==> src/hw/rtl/aging_priority_scheduler_unit_defines.svh <==
// Assertion macros shared by the aging priority scheduler RTL.
// Used by files that take it in with an include; needs clk and arst_n in scope.
`ifndef AGING_PRIORITY_SCHEDULER_UNIT_DEFINES_SVH
`define AGING_PRIORITY_SCHEDULER_UNIT_DEFINES_SVH

// Same-cycle implication, checked outside reset
`define APS_ASSERT_NOW(label, ante, cons, msg) \
	label: assert property (@(posedge clk) disable iff (!arst_n) (ante) |-> (cons)) \
		else $error(msg);

// Next-cycle implication, checked outside reset
`define APS_ASSERT_NEXT(label, ante, cons, msg) \
	label: assert property (@(posedge clk) disable iff (!arst_n) (ante) |=> (cons)) \
		else $error(msg);

`endif

==> src/hw/rtl/aps_pkg.sv <==
// Package for the aging priority scheduler: codes, field widths and the
// command/status structs between controller and datapath. No dependencies.
package aps_pkg;

	localparam int ID_W   = 16;
	localparam int SEV_W  = 2;
	localparam int TIME_W = 16;
	localparam int OP_W   = 2;
	localparam int STAT_W = 3;
	localparam int SRV_OUT_W = 2;
	localparam int CNT_OUT_W = 5;

	typedef logic [STAT_W-1:0] status_t;
	typedef logic [OP_W-1:0]   op_t;

	// Operation codes
	localparam op_t OP_ADD    = 2'd0;
	localparam op_t OP_TREAT  = 2'd1;
	localparam op_t OP_SEARCH = 2'd2;

	// Status codes
	localparam status_t ST_DONE   = 3'd0;
	localparam status_t ST_EMPTY  = 3'd1;
	localparam status_t ST_FULL   = 3'd2;
	localparam status_t ST_MISS   = 3'd3;
	localparam status_t ST_BADSEV = 3'd4;

	// One queue entry as held in the entry RAM
	typedef struct packed {
		logic [ID_W-1:0]   id;
		logic [SEV_W-1:0]  sev;
		logic [TIME_W-1:0] arrival;
	} entry_t;

	// Controller to datapath
	typedef struct packed {
		logic    load;          // latch the accepted word
		logic    scan_clr;      // reset slot index and best-so-far
		logic    free_step;     // advance slot index during free-slot search
		logic    scan_rd;       // read entry at slot index, then advance
		logic    add_commit;
		logic    treat_commit;
		logic    search_commit;
		logic    flag_commit;   // finish with flag_status, no state change
		status_t flag_status;
	} dp_cmd_t;

	// Datapath to controller
	typedef struct packed {
		op_t  op;
		logic sev_zero;
		logic full;
		logic empty;
		logic slot_free;
		logic idx_last;
	} dp_stat_t;

endpackage

==> src/hw/rtl/aps_ram.sv <==
// Generic single-write, single-read RAM with registered read data.
// No dependencies.
module aps_ram #(
	parameter int WIDTH = 8,
	parameter int DEPTH = 16
) (
	input  logic                     clk,
	input  logic                     wr_en,
	input  logic [$clog2(DEPTH)-1:0] wr_addr,
	input  logic [WIDTH-1:0]         wr_data,
	input  logic                     rd_en,
	input  logic [$clog2(DEPTH)-1:0] rd_addr,
	output logic [WIDTH-1:0]         rd_data
);

	logic [WIDTH-1:0] mem_q [DEPTH];

	// write port
	always_ff @(posedge clk) begin
		if (wr_en) begin
			mem_q[wr_addr] <= wr_data;
		end
	end

	// registered read port
	always_ff @(posedge clk) begin
		if (rd_en) begin
			rd_data <= mem_q[rd_addr];
		end
	end

endmodule

==> src/hw/rtl/aps_ctrl.sv <==
// Controller FSM of the aging priority scheduler: sequences decode,
// free-slot search, slot scan and commit. Depends on aps_pkg.
`include "aging_priority_scheduler_unit_defines.svh"

module aps_ctrl (
	input  logic             clk,
	input  logic             arst_n,
	input  logic             start,
	output logic             busy,
	input  aps_pkg::dp_stat_t stat,
	output aps_pkg::dp_cmd_t  cmd
);

	import aps_pkg::*;

	localparam logic [2:0] S_IDLE   = 3'd0;
	localparam logic [2:0] S_DECIDE = 3'd1;
	localparam logic [2:0] S_FREE   = 3'd2;
	localparam logic [2:0] S_SCAN   = 3'd3;
	localparam logic [2:0] S_TAIL   = 3'd4;
	localparam logic [2:0] S_COMMIT = 3'd5;

	logic [2:0] state_q;
	logic [2:0] state_d;

	assign busy = (state_q != S_IDLE);

	// next state and commands
	always_comb begin
		state_d = state_q;
		cmd     = '0;
		cmd.flag_status = ST_DONE;
		case (state_q)
			S_IDLE: begin
				if (start) begin
					cmd.load = 1'b1;
					state_d  = S_DECIDE;
				end
			end
			S_DECIDE: begin
				if (stat.op == OP_ADD) begin
					if (stat.sev_zero) begin
						cmd.flag_commit = 1'b1;
						cmd.flag_status = ST_BADSEV;
						state_d = S_IDLE;
					end else if (stat.full) begin
						cmd.flag_commit = 1'b1;
						cmd.flag_status = ST_FULL;
						state_d = S_IDLE;
					end else begin
						cmd.scan_clr = 1'b1;
						state_d = S_FREE;
					end
				end else if (stat.op == OP_TREAT) begin
					if (stat.empty) begin
						cmd.flag_commit = 1'b1;
						cmd.flag_status = ST_EMPTY;
						state_d = S_IDLE;
					end else begin
						cmd.scan_clr = 1'b1;
						state_d = S_SCAN;
					end
				end else if (stat.op == OP_SEARCH) begin
					cmd.scan_clr = 1'b1;
					state_d = S_SCAN;
				end else begin
					// unused operation: report done, touch nothing
					cmd.flag_commit = 1'b1;
					cmd.flag_status = ST_DONE;
					state_d = S_IDLE;
				end
			end
			S_FREE: begin
				if (stat.slot_free) begin
					cmd.add_commit = 1'b1;
					state_d = S_IDLE;
				end else begin
					cmd.free_step = 1'b1;
				end
			end
			S_SCAN: begin
				cmd.scan_rd = 1'b1;
				if (stat.idx_last) begin
					state_d = S_TAIL;
				end
			end
			S_TAIL: begin
				// last read is compared in this cycle
				state_d = S_COMMIT;
			end
			S_COMMIT: begin
				if (stat.op == OP_TREAT) begin
					cmd.treat_commit = 1'b1;
				end else begin
					cmd.search_commit = 1'b1;
				end
				state_d = S_IDLE;
			end
			default: begin
				state_d = S_IDLE;
			end
		endcase
	end

	// state register
	always_ff @(posedge clk or negedge arst_n) begin
		if (!arst_n) begin
			state_q <= S_IDLE;
		end else begin
			state_q <= state_d;
		end
	end

	`APS_ASSERT_NEXT(a_accept_decides, start && !busy, state_q == S_DECIDE, "accepted word did not reach decode")

endmodule

==> src/hw/rtl/aps_dpath.sv <==
// Datapath of the aging priority scheduler: valid bits, entry RAM, counters,
// best-slot tracking and result registers. Depends on aps_pkg and aps_ram.
`include "aging_priority_scheduler_unit_defines.svh"

module aps_dpath #(
	parameter int QUEUE_DEPTH    = 16,
	parameter int SERVERS        = 4,
	parameter int AGING_INTERVAL = 5
) (
	input  logic                               clk,
	input  logic                               arst_n,
	input  aps_pkg::dp_cmd_t                   cmd,
	output aps_pkg::dp_stat_t                  stat,
	input  logic [aps_pkg::OP_W-1:0]           operation,
	input  logic [aps_pkg::SEV_W-1:0]          severity,
	input  logic [aps_pkg::ID_W-1:0]           query_id,
	output logic                               done,
	output aps_pkg::status_t                   status,
	output logic [aps_pkg::ID_W-1:0]           request_id,
	output logic [aps_pkg::SEV_W-1:0]          request_severity,
	output logic [aps_pkg::SRV_OUT_W-1:0]      server,
	output logic [aps_pkg::ID_W-1:0]           last_served_id,
	output logic [aps_pkg::CNT_OUT_W-1:0]      queue_count
);

	import aps_pkg::*;

	localparam int IDX_W = (QUEUE_DEPTH > 1) ? $clog2(QUEUE_DEPTH) : 1;
	localparam int CNT_W = $clog2(QUEUE_DEPTH + 1);
	localparam int SRV_W = (SERVERS > 1) ? $clog2(SERVERS) : 1;
	localparam logic [TIME_W:0] AGE1 = (TIME_W+1)'(AGING_INTERVAL);
	localparam logic [TIME_W:0] AGE2 = (TIME_W+1)'(2 * AGING_INTERVAL);

	// effective priority: severity less aging steps, floor 1
	function automatic logic [SEV_W-1:0] eff_prio(input logic [SEV_W-1:0] sev,
			input logic [TIME_W-1:0] wt);
		logic [TIME_W:0]  w;
		logic [SEV_W-1:0] e;
		begin
			w = {1'b0, wt};
			e = 2'd1;
			case (sev)
				2'd2: begin
					e = (w >= AGE1) ? 2'd1 : 2'd2;
				end
				2'd3: begin
					if (w >= AGE2) begin
						e = 2'd1;
					end else if (w >= AGE1) begin
						e = 2'd2;
					end else begin
						e = 2'd3;
					end
				end
				default: begin
					e = 2'd1;
				end
			endcase
			return e;
		end
	endfunction

	// control state
	logic [QUEUE_DEPTH-1:0] valid_q;
	logic [CNT_W-1:0]       count_q;
	logic [TIME_W-1:0]      time_q;
	logic [ID_W-1:0]        next_id_q;
	logic [SRV_W-1:0]       srv_ptr_q;
	logic [ID_W-1:0]        last_served_q;
	logic [IDX_W-1:0]       idx_q;
	logic                   rd_s1;
	logic                   best_found_q;
	logic                   done_q;

	// latched word and scan payload
	op_t               op_q;
	logic [SEV_W-1:0]  sev_q;
	logic [ID_W-1:0]   qid_q;
	logic [IDX_W-1:0]  idx_s1;
	logic [IDX_W-1:0]  best_slot_q;
	logic [ID_W-1:0]   best_id_q;
	logic [SEV_W-1:0]  best_sev_q;
	logic [SEV_W-1:0]  best_eff_q;
	logic [TIME_W-1:0] best_wait_q;

	// result registers
	status_t           status_q;
	logic [ID_W-1:0]   rid_q;
	logic [SEV_W-1:0]  rsev_q;
	logic [SRV_OUT_W-1:0] srv_q;

	// entry RAM
	entry_t            wr_ent;
	logic [$bits(entry_t)-1:0] rd_word;
	entry_t            rd_ent;

	assign wr_ent = '{id: next_id_q, sev: sev_q, arrival: time_q};
	assign rd_ent = entry_t'(rd_word);

	aps_ram #(
		.WIDTH ($bits(entry_t)),
		.DEPTH (QUEUE_DEPTH)
	) u_entry_ram (
		.clk     (clk),
		.wr_en   (cmd.add_commit),
		.wr_addr (idx_q),
		.wr_data (wr_ent),
		.rd_en   (cmd.scan_rd),
		.rd_addr (idx_q),
		.rd_data (rd_word)
	);

	// compare of the slot read in the previous cycle against the best so far
	logic [TIME_W-1:0] cand_wait;
	logic [SEV_W-1:0]  cand_eff;
	logic              cand_ok;
	logic              cand_better;

	always_comb begin
		cand_wait = time_q - rd_ent.arrival;
		cand_eff  = eff_prio(rd_ent.sev, cand_wait);
		cand_ok   = rd_s1 && valid_q[idx_s1] &&
		            ((op_q == OP_TREAT) || (rd_ent.id == qid_q));
		cand_better = !best_found_q || (cand_eff < best_eff_q) ||
		              ((cand_eff == best_eff_q) && (cand_wait > best_wait_q));
	end

	// status to controller
	assign stat.op        = op_q;
	assign stat.sev_zero  = (sev_q == '0);
	assign stat.full      = (count_q == CNT_W'(QUEUE_DEPTH));
	assign stat.empty     = (count_q == '0);
	assign stat.slot_free = !valid_q[idx_q];
	assign stat.idx_last  = (idx_q == IDX_W'(QUEUE_DEPTH - 1));

	// control registers
	always_ff @(posedge clk or negedge arst_n) begin
		if (!arst_n) begin
			valid_q       <= '0;
			count_q       <= '0;
			time_q        <= '0;
			next_id_q     <= ID_W'(1);
			srv_ptr_q     <= '0;
			last_served_q <= '0;
			idx_q         <= '0;
			rd_s1         <= 1'b0;
			best_found_q  <= 1'b0;
			done_q        <= 1'b0;
		end else begin
			rd_s1  <= cmd.scan_rd;
			done_q <= cmd.flag_commit | cmd.add_commit | cmd.treat_commit |
			          cmd.search_commit;
			if (cmd.scan_clr) begin
				idx_q <= '0;
			end else if (cmd.free_step || cmd.scan_rd) begin
				idx_q <= idx_q + 1'b1;
			end
			if (cmd.scan_clr) begin
				best_found_q <= 1'b0;
			end else if (cand_ok) begin
				best_found_q <= 1'b1;
			end
			if (cmd.add_commit) begin
				valid_q[idx_q] <= 1'b1;
				count_q   <= count_q + 1'b1;
				next_id_q <= next_id_q + 1'b1;
				time_q    <= time_q + 1'b1;
			end
			if (cmd.treat_commit) begin
				valid_q[best_slot_q] <= 1'b0;
				count_q       <= count_q - 1'b1;
				last_served_q <= best_id_q;
				if (srv_ptr_q == SRV_W'(SERVERS - 1)) begin
					srv_ptr_q <= '0;
				end else begin
					srv_ptr_q <= srv_ptr_q + 1'b1;
				end
			end
		end
	end

	// payload registers: latched word, read pipeline, best-so-far
	always_ff @(posedge clk) begin
		if (cmd.load) begin
			op_q  <= operation;
			sev_q <= severity;
			qid_q <= query_id;
		end
		if (cmd.scan_rd) begin
			idx_s1 <= idx_q;
		end
		if (cand_ok && cand_better) begin
			best_slot_q <= idx_s1;
			best_id_q   <= rd_ent.id;
			best_sev_q  <= rd_ent.sev;
			best_eff_q  <= cand_eff;
			best_wait_q <= cand_wait;
		end
	end

	// result registers
	always_ff @(posedge clk) begin
		if (cmd.flag_commit) begin
			status_q <= cmd.flag_status;
			rid_q    <= '0;
			rsev_q   <= '0;
			srv_q    <= '0;
		end else if (cmd.add_commit) begin
			status_q <= ST_DONE;
			rid_q    <= next_id_q;
			rsev_q   <= sev_q;
			srv_q    <= '0;
		end else if (cmd.treat_commit) begin
			status_q <= ST_DONE;
			rid_q    <= best_id_q;
			rsev_q   <= best_sev_q;
			srv_q    <= SRV_OUT_W'(srv_ptr_q);
		end else if (cmd.search_commit) begin
			status_q <= best_found_q ? ST_DONE : ST_MISS;
			rid_q    <= best_found_q ? best_id_q : '0;
			rsev_q   <= best_found_q ? best_sev_q : '0;
			srv_q    <= '0;
		end
	end

	assign done             = done_q;
	assign status           = status_q;
	assign request_id       = rid_q;
	assign request_severity = rsev_q;
	assign server           = srv_q;
	assign last_served_id   = last_served_q;
	assign queue_count      = CNT_OUT_W'(count_q);

	`APS_ASSERT_NOW(a_count_tracks_valid, 1'b1, $countones(valid_q) == count_q, "fill count disagrees with valid bits")
	`APS_ASSERT_NOW(a_treat_has_best, cmd.treat_commit, best_found_q && valid_q[best_slot_q], "treat commit without a queued best entry")
	`APS_ASSERT_NEXT(a_done_single, done_q, !done_q, "result strobe held beyond one cycle")

endmodule

==> src/hw/rtl/aging_priority_scheduler_unit.sv <==
// Aging priority scheduler. Flagged items, unused operations: decode, registered strobe.
// Add: decode, free-slot search with one slot checked per cycle, commit, registered strobe.
// Treat and search: decode, one entry RAM read per slot, tail compare, commit, strobe.
// busy falls in the strobe cycle, so a new word may start there. Results are not stalled.
// Asynchronous reset empties the queue: time 0, next id 1, server 0, last served 0.
// Top level: joins aps_ctrl and aps_dpath; depends on aps_pkg.
module aging_priority_scheduler_unit #(
	parameter int QUEUE_DEPTH    = 16,
	parameter int SERVERS        = 4,
	parameter int AGING_INTERVAL = 5
) (
	input  logic                          clk,
	input  logic                          arst_n,
	input  logic                          start,
	output logic                          busy,
	input  logic [aps_pkg::OP_W-1:0]      operation,
	input  logic [aps_pkg::SEV_W-1:0]     severity,
	input  logic [aps_pkg::ID_W-1:0]      query_id,
	output logic                          done,
	output aps_pkg::status_t              status,
	output logic [aps_pkg::ID_W-1:0]      request_id,
	output logic [aps_pkg::SEV_W-1:0]     request_severity,
	output logic [aps_pkg::SRV_OUT_W-1:0] server,
	output logic [aps_pkg::ID_W-1:0]      last_served_id,
	output logic [aps_pkg::CNT_OUT_W-1:0] queue_count
);

	import aps_pkg::*;

	dp_cmd_t  cmd;
	dp_stat_t stat;

	// sequencing
	aps_ctrl u_ctrl (
		.clk    (clk),
		.arst_n (arst_n),
		.start  (start),
		.busy   (busy),
		.stat   (stat),
		.cmd    (cmd)
	);

	// storage, compare and results
	aps_dpath #(
		.QUEUE_DEPTH    (QUEUE_DEPTH),
		.SERVERS        (SERVERS),
		.AGING_INTERVAL (AGING_INTERVAL)
	) u_dpath (
		.clk              (clk),
		.arst_n           (arst_n),
		.cmd              (cmd),
		.stat             (stat),
		.operation        (operation),
		.severity         (severity),
		.query_id         (query_id),
		.done             (done),
		.status           (status),
		.request_id       (request_id),
		.request_severity (request_severity),
		.server           (server),
		.last_served_id   (last_served_id),
		.queue_count      (queue_count)
	);

endmodule
==> config.mk <==
export PLATFORM = sky130hd
export DESIGN_NAME = aging_priority_scheduler_unit
export DESIGN_NICKNAME = d
export VERILOG_FILES = /design/src/hw/rtl/aps_pkg.sv /design/src/hw/rtl/aps_ram.sv /design/src/hw/rtl/aps_ctrl.sv /design/src/hw/rtl/aps_dpath.sv /design/src/hw/rtl/aging_priority_scheduler_unit.sv
export VERILOG_INCLUDE_DIRS = /design/src /design/src/hw/rtl
export SDC_FILE = /design/constraint.sdc
export NUM_CORES = 1
export LEC_CHECK = 0
export BUFFER_PORTS_ARGS = -buffer_cell sky130_fd_sc_hd__buf_2
export CORE_ASPECT_RATIO = 0.5
export CORE_UTILIZATION = 61
export DETAILED_ROUTE_END_ITERATION = 7
export PLACE_DENSITY = 0.75
export SKIP_CTS_REPAIR_TIMING = 1
export SYNTH_ARGS = -nofsm -noshare
export SYNTH_HDL_FRONTEND = slang
export SYNTH_SLANG_ARGS = --single-unit
==> constraint.sdc <==
create_clock -name clk -period 8.4 [get_ports clk]
set_clock_uncertainty 0.15 [all_clocks]
set_input_delay 1.26 -clock clk [delete_from_list [all_inputs] [get_ports clk]]
set_output_delay 1.26 -clock clk [all_outputs]
set_load 0.01 [all_outputs]
Word-level counts from Yosys, hierarchy flattened
Memories as Yosys holds them, arrays and structs flattened. A register that Yosys moved wholly into a read port is not among the register bits.
Cells that the tools add are included.
{"block": "totals", "ff_bits": 168, "latchBits": 0, "ramBits": 544, "romBits": 0, "in_bits": 23, "output_inout_bits": 46, "word_cells": 160, "mem_count": 1}
{"block": "op_classes", "addsub": 7, "mul": 0, "div": 0, "n_lt_le_gt_ge": 9, "eq_ne": 17, "n_shift": 0, "mux": 72, "bitwise": 6, "reduce_logical": 24}
{"name": "u_dpath.u_entry_ram.mem_q", "words": 16, "word_bits": 34, "rd": 1, "rd_ports_with_merged_regs": 1, "write_ports": 1, "line_no": "aps_ram.sv:16", "source": "logic [WIDTH-1:0] mem_q [DEPTH];"}
{"op": "16-bit 2-to-1 mux", "n": 6}
{"op": "4-bit 2-to-1 mux", "n": 9}
{"op": "16-bit by 1-bit adder with 16-bit output, second input constant", "n": 2}
{"op": "2-bit 2-to-1 mux", "n": 15}
{"op": "3-bit 2-to-1 mux", "n": 9}
{"op": "1-bit 2-to-1 mux", "n": 25}
{"op": "16-bit bitwise AND", "n": 1}
{"op": "16-bit == test", "n": 1}
{"op": "16-bit by 3-bit >= comparator with 1-bit output, second input constant", "n": 1}
{"op": "16-bit by 4-bit >= comparator with 1-bit output, second input constant", "n": 1}
{"op": "16-bit greater-than comparator", "n": 1}
{"op": "16-bit NOT", "n": 1}
{"op": "16-bit bitwise OR", "n": 1}
{"op": "16-bit subtractor", "n": 1}
{"op": "4-bit by 5-bit less-than comparator with 1-bit output, second input constant", "n": 3}
{"op": "3-bit case mux with 5 select lines", "n": 1}
{"op": "5-bit 2-to-1 mux", "n": 2}
{"op": "1-bit binary-select mux with 4-bit select", "n": 2}
{"op": "1-bit demux with 4-bit select", "n": 2}
{"op": "2-bit == test, second input constant", "n": 4}
{"op": "4-bit by 1-bit >= comparator with 1-bit output, second input constant", "n": 2}
{"op": "2-bit nonzero test", "n": 4}
{"op": "3-bit by 2-bit == test with 1-bit output, second input constant", "n": 2}
{"op": "3-bit == test, second input constant", "n": 2}
{"op": "other kinds (23)", "n": 37}

Depth between registers and ports, before layout
{"block": "depth", "word_depth": 9, "ltp_mapped": 19, "mapped_depth_nobuf": 19}

Cells and area by module
From an unflattened synthesis, not the netlist that was laid out.
{"block": "unflattened", "cells_unflattened": 1656, "hier_area_um2": 29960.0}
{"mod": "aps_ram", "n_inst": 1, "cells_per_inst": 888, "area_per_inst_um2": 21416.8, "seq_area_each_um2": 17356.6}
{"mod": "aps_dpath", "n_inst": 1, "cells_per_inst": 730, "area_per_inst_um2": 8244.2, "seq_area_each_um2": 4365.4}
{"mod": "aps_ctrl", "n_inst": 1, "cells_per_inst": 38, "area_per_inst_um2": 299.0, "seq_area_each_um2": 75.1}

Least setup slack after synthesis
Ideal clock, no wire load.
{"block": "synth_path", "path_type": "register -> register", "from": "register u_dpath.idx_q[0]", "to": "memory u_dpath.u_entry_ram.mem_q[15][0] in the netlist's numbering, enable pin", "setup_ns": 0.514, "arrival_ns": 5.166, "t_required_ns": 7.736, "slack_ns": 2.570, "path_stages_with_launch": 5, "n_path_buf": 1, "synth_period_minus_slack_ns": 5.830, "cell_sequence": "dfrtp_1 > clkbuf_1 > mux4_2 > mux4_2 > nor4_1"}
{"block": "synth_between", "elab_chain_len": 6}
{"element": "start: declaration", "line_no": "aps_dpath.sv:70", "source": "logic [IDX_W-1:0] idx_q;"}
{"element": "start signal: assignment", "line_no": "aps_dpath.sv:156", "source": "idx_q <= idx_q + 1'b1;"}
{"element": "1-bit binary-select mux with 4-bit select", "line_no": "aps_dpath.sv:133", "source": "assign stat.slot_free = !valid_q[idx_q];"}
{"element": "1-bit 2-to-1 mux (implied by the code)", "line_no": "aps_dpath.sv:133"}
{"element": "1-bit 2-to-1 mux", "line_no": "aps_ctrl.sv:74", "source": "if (stat.slot_free) begin"}
{"element": "1-bit 2-to-1 mux", "line_no": "aps_ctrl.sv:33", "source": "case (state_q)"}
{"element": "1-bit 2-to-1 mux", "line_no": "aps_ram.sv:20", "source": "if (wr_en) begin"}
{"element": "1-bit 2-to-1 mux (implied by the code)", "line_no": "aps_ram.sv:21", "source": "mem_q[wr_addr] <= wr_data;"}
{"element": "end: declaration", "line_no": "aps_ram.sv:16"}
Parallel ways exist; a longest one is shown, timed or not. The select of a mux whose other input is x is not followed.

Final worst setup path
{"block": "layout_path", "from": "register u_dpath.time_q[0]", "to": "register u_dpath.best_id_q[5], enable pin"}
{"block": "layout_between", "word_cells_on_any_way": 14, "cone_classes": "add/sub (1); order compare (4); eq/ne (1); mux (4); reduce/logical (4)"}
{"element": "start: declaration", "line_no": "aps_dpath.sv:66", "source": "logic [TIME_W-1:0] time_q;"}
{"element": "start signal: assignment", "line_no": "aps_dpath.sv:167", "source": "time_q <= time_q + 1'b1;"}
{"element": "16-bit subtractor (*)", "line_no": "aps_dpath.sv:120", "source": "cand_wait = time_q - rd_ent.arrival;"}
{"element": "net u_dpath.cand_wait[6]", "line_no": "aps_dpath.sv:114", "source": "logic [TIME_W-1:0] cand_wait;"}
{"element": "16-bit by 4-bit >= comparator with 1-bit output or 16-bit by 3-bit >= comparator with 1-bit output (tied branches)", "line_no": "aps_dpath.sv:47, aps_dpath.sv:44"}
{"element": "2-bit 2-to-1 mux (on tied branches)", "line_no": "aps_dpath.sv:47, aps_dpath.sv:44"}
{"element": "2-bit case mux with 2 select lines (*)", "line_no": "aps_dpath.sv:42", "source": "case (sev)"}
{"element": "net u_dpath.cand_eff[1]", "line_no": "aps_dpath.sv:115", "source": "logic [SEV_W-1:0] cand_eff;"}
{"element": "2-bit less-than comparator or 2-bit == test (tied branches)", "line_no": "aps_dpath.sv:124, aps_dpath.sv:125"}
{"element": "1-bit logical OR or 1-bit logical AND (tied branches)", "line_no": "aps_dpath.sv:124, aps_dpath.sv:125"}
{"element": "1-bit logical OR (*)", "line_no": "aps_dpath.sv:124", "source": "cand_better = !best_found_q || (cand_eff < best_eff_q) ||"}
{"element": "1-bit logical AND (*)", "line_no": "aps_dpath.sv:192", "source": "if (cand_ok && cand_better) begin"}
{"element": "end signal: assignment", "line_no": "aps_dpath.sv:194", "source": "best_id_q <= rd_ent.id;"}
{"element": "end: declaration", "line_no": "aps_dpath.sv:81", "source": "logic [ID_W-1:0] best_id_q;"}
Mark *: on every way through the listed nets, which the timed path passes. The rest lies on a longest branch.
A chain may end at the register's enable or synchronous reset.

==> flow_metrics.env <==
export IMPL_swShare=0.276
export IMPL_slew_headroom=0.171
export IMPL_cp_max_fo=29
export IMPL_n_antenna_cell=0
export IMPL_place_congestion=0.912
export IMPL_clk_path_buf_depth=3
export IMPL_syn_area_um2=29700
export IMPL_core_region_area_um2=47400
export IMPL_powerDensity_nw_per_um2=291
export IMPL_p_leak_nw=10.8
export IMPL_drive_gt1_frac=0.244
export IMPL_viasPerCell=6.60
export IMPL_cpMaxStageDelayCell="o211a_2"
export IMPL_clk_latency_ps=620
export IMPL_cts_sinks=746
export IMPL_dieHeight_um=158
export IMPL_ant_nets=0
export IMPL_pwr_share_clk=0.303
export IMPL_dr_pass1_iters=8
export IMPL_num_vias=15400
export IMPL_antenna_found_initial=0
export IMPL_nNetsFinal=1707
export IMPL_critPathTopFamily="compound AO/OA/AOI/OAI gates"
export IMPL_ys_async_sr_fraction=0.109
export IMPL_synth_edff_count=645
export IMPL_grt_setup_unrepaired="false"
export IMPL_fin_crit_ps=6460
export IMPL_synth_cell_type_count=67
export IMPL_grt_pass1_vias=15500
export IMPL_cts_htree_levels=2
export IMPL_area_delta_synth_final_pct=10.9
export IMPL_report_final_slew_viol_count=0
export IMPL_max_cap_viol_count=0
export IMPL_hold_viol=0
export IMPL_ys_seq_area_frac=0.735
export IMPL_design_die_area_um2=49600
export IMPL_tightest_slew_ps=1240
export IMPL_grt_usage=0.273
export IMPL_rows=56
export IMPL_ys_ff_latch=746
export IMPL_grt_pass1_wl_um=98000
export IMPL_numCtsBuffers=61
export IMPL_status="finished clean"
export IMPL_die_w_um=314
export IMPL_worstSetupPathType="reg -> reg"
export IMPL_postSynthCellCount=1536
export IMPL_worstSetupStartpointType="flop"
export IMPL_cp_num_buf_inv=3
export IMPL_critPathMaxStageDelay_ps=840
export IMPL_cp_cell_sequence="inv_1 -> ha_1 -> inv_1 -> fa_1 -> a21o_1 -> a211oi_1 -> o21bai_1 -> xor2_1 -> a2111oi_4 -> o2111ai_1 -> or4_4 -> nor4_1 -> ha_1 -> nor2b_1 -> o21ai_0 -> a211oi_1 -> o21ai_1 -> o211a_2 -> buf_4"
export IMPL_clockRootBuffer="clkbuf_16"
export IMPL_dpl_hpwl_um=37700
export IMPL_wl_per_cell_um=28.3
export IMPL_hp_class="reg -> reg"
export IMPL_ir_drop_uv=214
export IMPL_clkTransAtPathRegs_ps=70
export IMPL_required_ps=8550
export IMPL_synth_warnings=0
export IMPL_detailedRoute_firstIterationViolations=1852
export IMPL_cts_tree="built"
export IMPL_syn_nets=1603
export IMPL_start_util=0.625
export IMPL_intPower_mw=6.93
export IMPL_seqPwrFrac=0.495
export IMPL_fin_crit_sh=0.769
export IMPL_avgSynthCellArea_um2=19.3
export IMPL_finalCoreUtilization=0.693
export IMPL_finalSetupViolCount=0
export IMPL_drt_wl_total_um=65800
export IMPL_io_buffers=68
export IMPL_grt_max_degree=69
export IMPL_pin_count=69
export IMPL_combPwrFrac=0.202
export IMPL_p_sw_mw=2.64
export IMPL_tns_ps=0
export IMPL_cp_end_kind="flop"
export IMPL_final_cell_mix="edfxtp_1 (645), mux4_2 (180), nand2_1 (84)"
export IMPL_fmax_mhz=155
export IMPL_drc=0
export IMPL_overflow=0
export IMPL_synth_flop_cell="edfxtp_1"
export IMPL_layout_commonest_cell="edfxtp_1"
export IMPL_crit_arrival_ps=6610
==> logic make-up after synthesis <==
| kind of cell | count (synthesis) | synth area share |
|---|---|---|
| flops | 746 | 0.735 |
| simple gates | 249 | 0.0415 |
| mux | 185 | 0.138 |
| buf+inv | 125 | 0.0159 |
| compound gates | 122 | 0.0307 |
| xor+xnor | 64 | 0.0191 |
| fa+ha+maj | 45 | 0.0194 |
==> layout make-up <==
cell class	instances	area, um^2
flip-flops and latches	746	21800
fillers	2866	14500
multi-input cells	665	7430
clock buffers	78	1620
well taps	638	798
repair buffers	101	591
clock inverters	36	395
inverters	65	244
==> cells in the mapped netlist (17+ instances only) <==
cell,number,area share
nand2_1,84,0.011
nand4_1,23,0.0049
a21oi_1,27,0.0046
dfrtp_1,80,0.067
clkbuf_1,40,0.0051
mux4_2,180,0.14
xnor2_1,51,0.015
dfxtp_1,20,0.013
inv_1,65,0.0082
nor2_1,57,0.0072
buf_1,17,0.0022
ha_1,42,0.018
edfxtp_1,645,0.65
==> power groups by stage <==
stage | registers, mW | logic [mW] | clock network (mW)
floorplan | 4.67 | 1.47 | 0
CTS | 4.73 | 1.94 | 2.94
finish | 4.74 | 1.93 | 2.90
detailed placement | 4.81 | 1.92 | 0
global route | 4.77 | 2.08 | 3.07
global placement | 4.78 | 1.87 | 0
==> final timing paths <==
check,from,slack [ps],cells after the start,end
max reg2reg,u_dpath.time_q[0],1940,19,u_dpath.best_id_q[5]
max in group asynchronous,arst_n,6390,2,u_dpath.idx_q[3]
max,u_dpath.time_q[0],1940,19,u_dpath.best_id_q[5]
min in group asynchronous,arst_n,370,1,u_dpath.time_q[8]
min,u_dpath.idx_s1[2],320,0,u_dpath.best_slot_q[2]
min reg2reg,u_dpath.idx_s1[2],320,0,u_dpath.best_slot_q[2]
==> per-stage QoR <==
stage	instance area (um^2)	hold slack (ps)	std cells	total power, mW	setup slack, ps
2_1_floorplan	29700	273	1536	6.14	2570
4_1_cts	32900	319	2329	9.61	2070
3_3_place_gp	30900	300	2215	6.65	2350
3_5_place_dp	30900	303	2215	6.73	2060
5_1_grt	32900	335	2329	9.92	1710
6_report	32900	323	2329	9.57	1940
==> flip-flops by register name, indices dropped and copies added, names as in the netlist, 5 cells and up <==
register	count
u_dpath.u_entry_ram.mem_q	544
u_dpath.next_id_q	16
u_dpath.best_wait_q	16
u_dpath.valid_q	16
u_dpath.time_q	16
u_dpath.request_id	16
u_dpath.qid_q	16
u_dpath.queue_count	5
u_dpath.last_served_id	16
u_dpath.best_id_q	16
u_dpath.u_entry_ram.rd_data	34
==> metal layers <==
metal  routed length, um  track usage  share of wire  up-vias
li1                    -            -              -     6366
met1               26600        0.397           0.40     8083
met2               31600        0.437           0.48      802
met3                5910       0.0496          0.090      128
met4                1670       0.0722          0.025        0
met5                   0            0              0        -
Note: power is estimated with default switching activity, not from simulation.
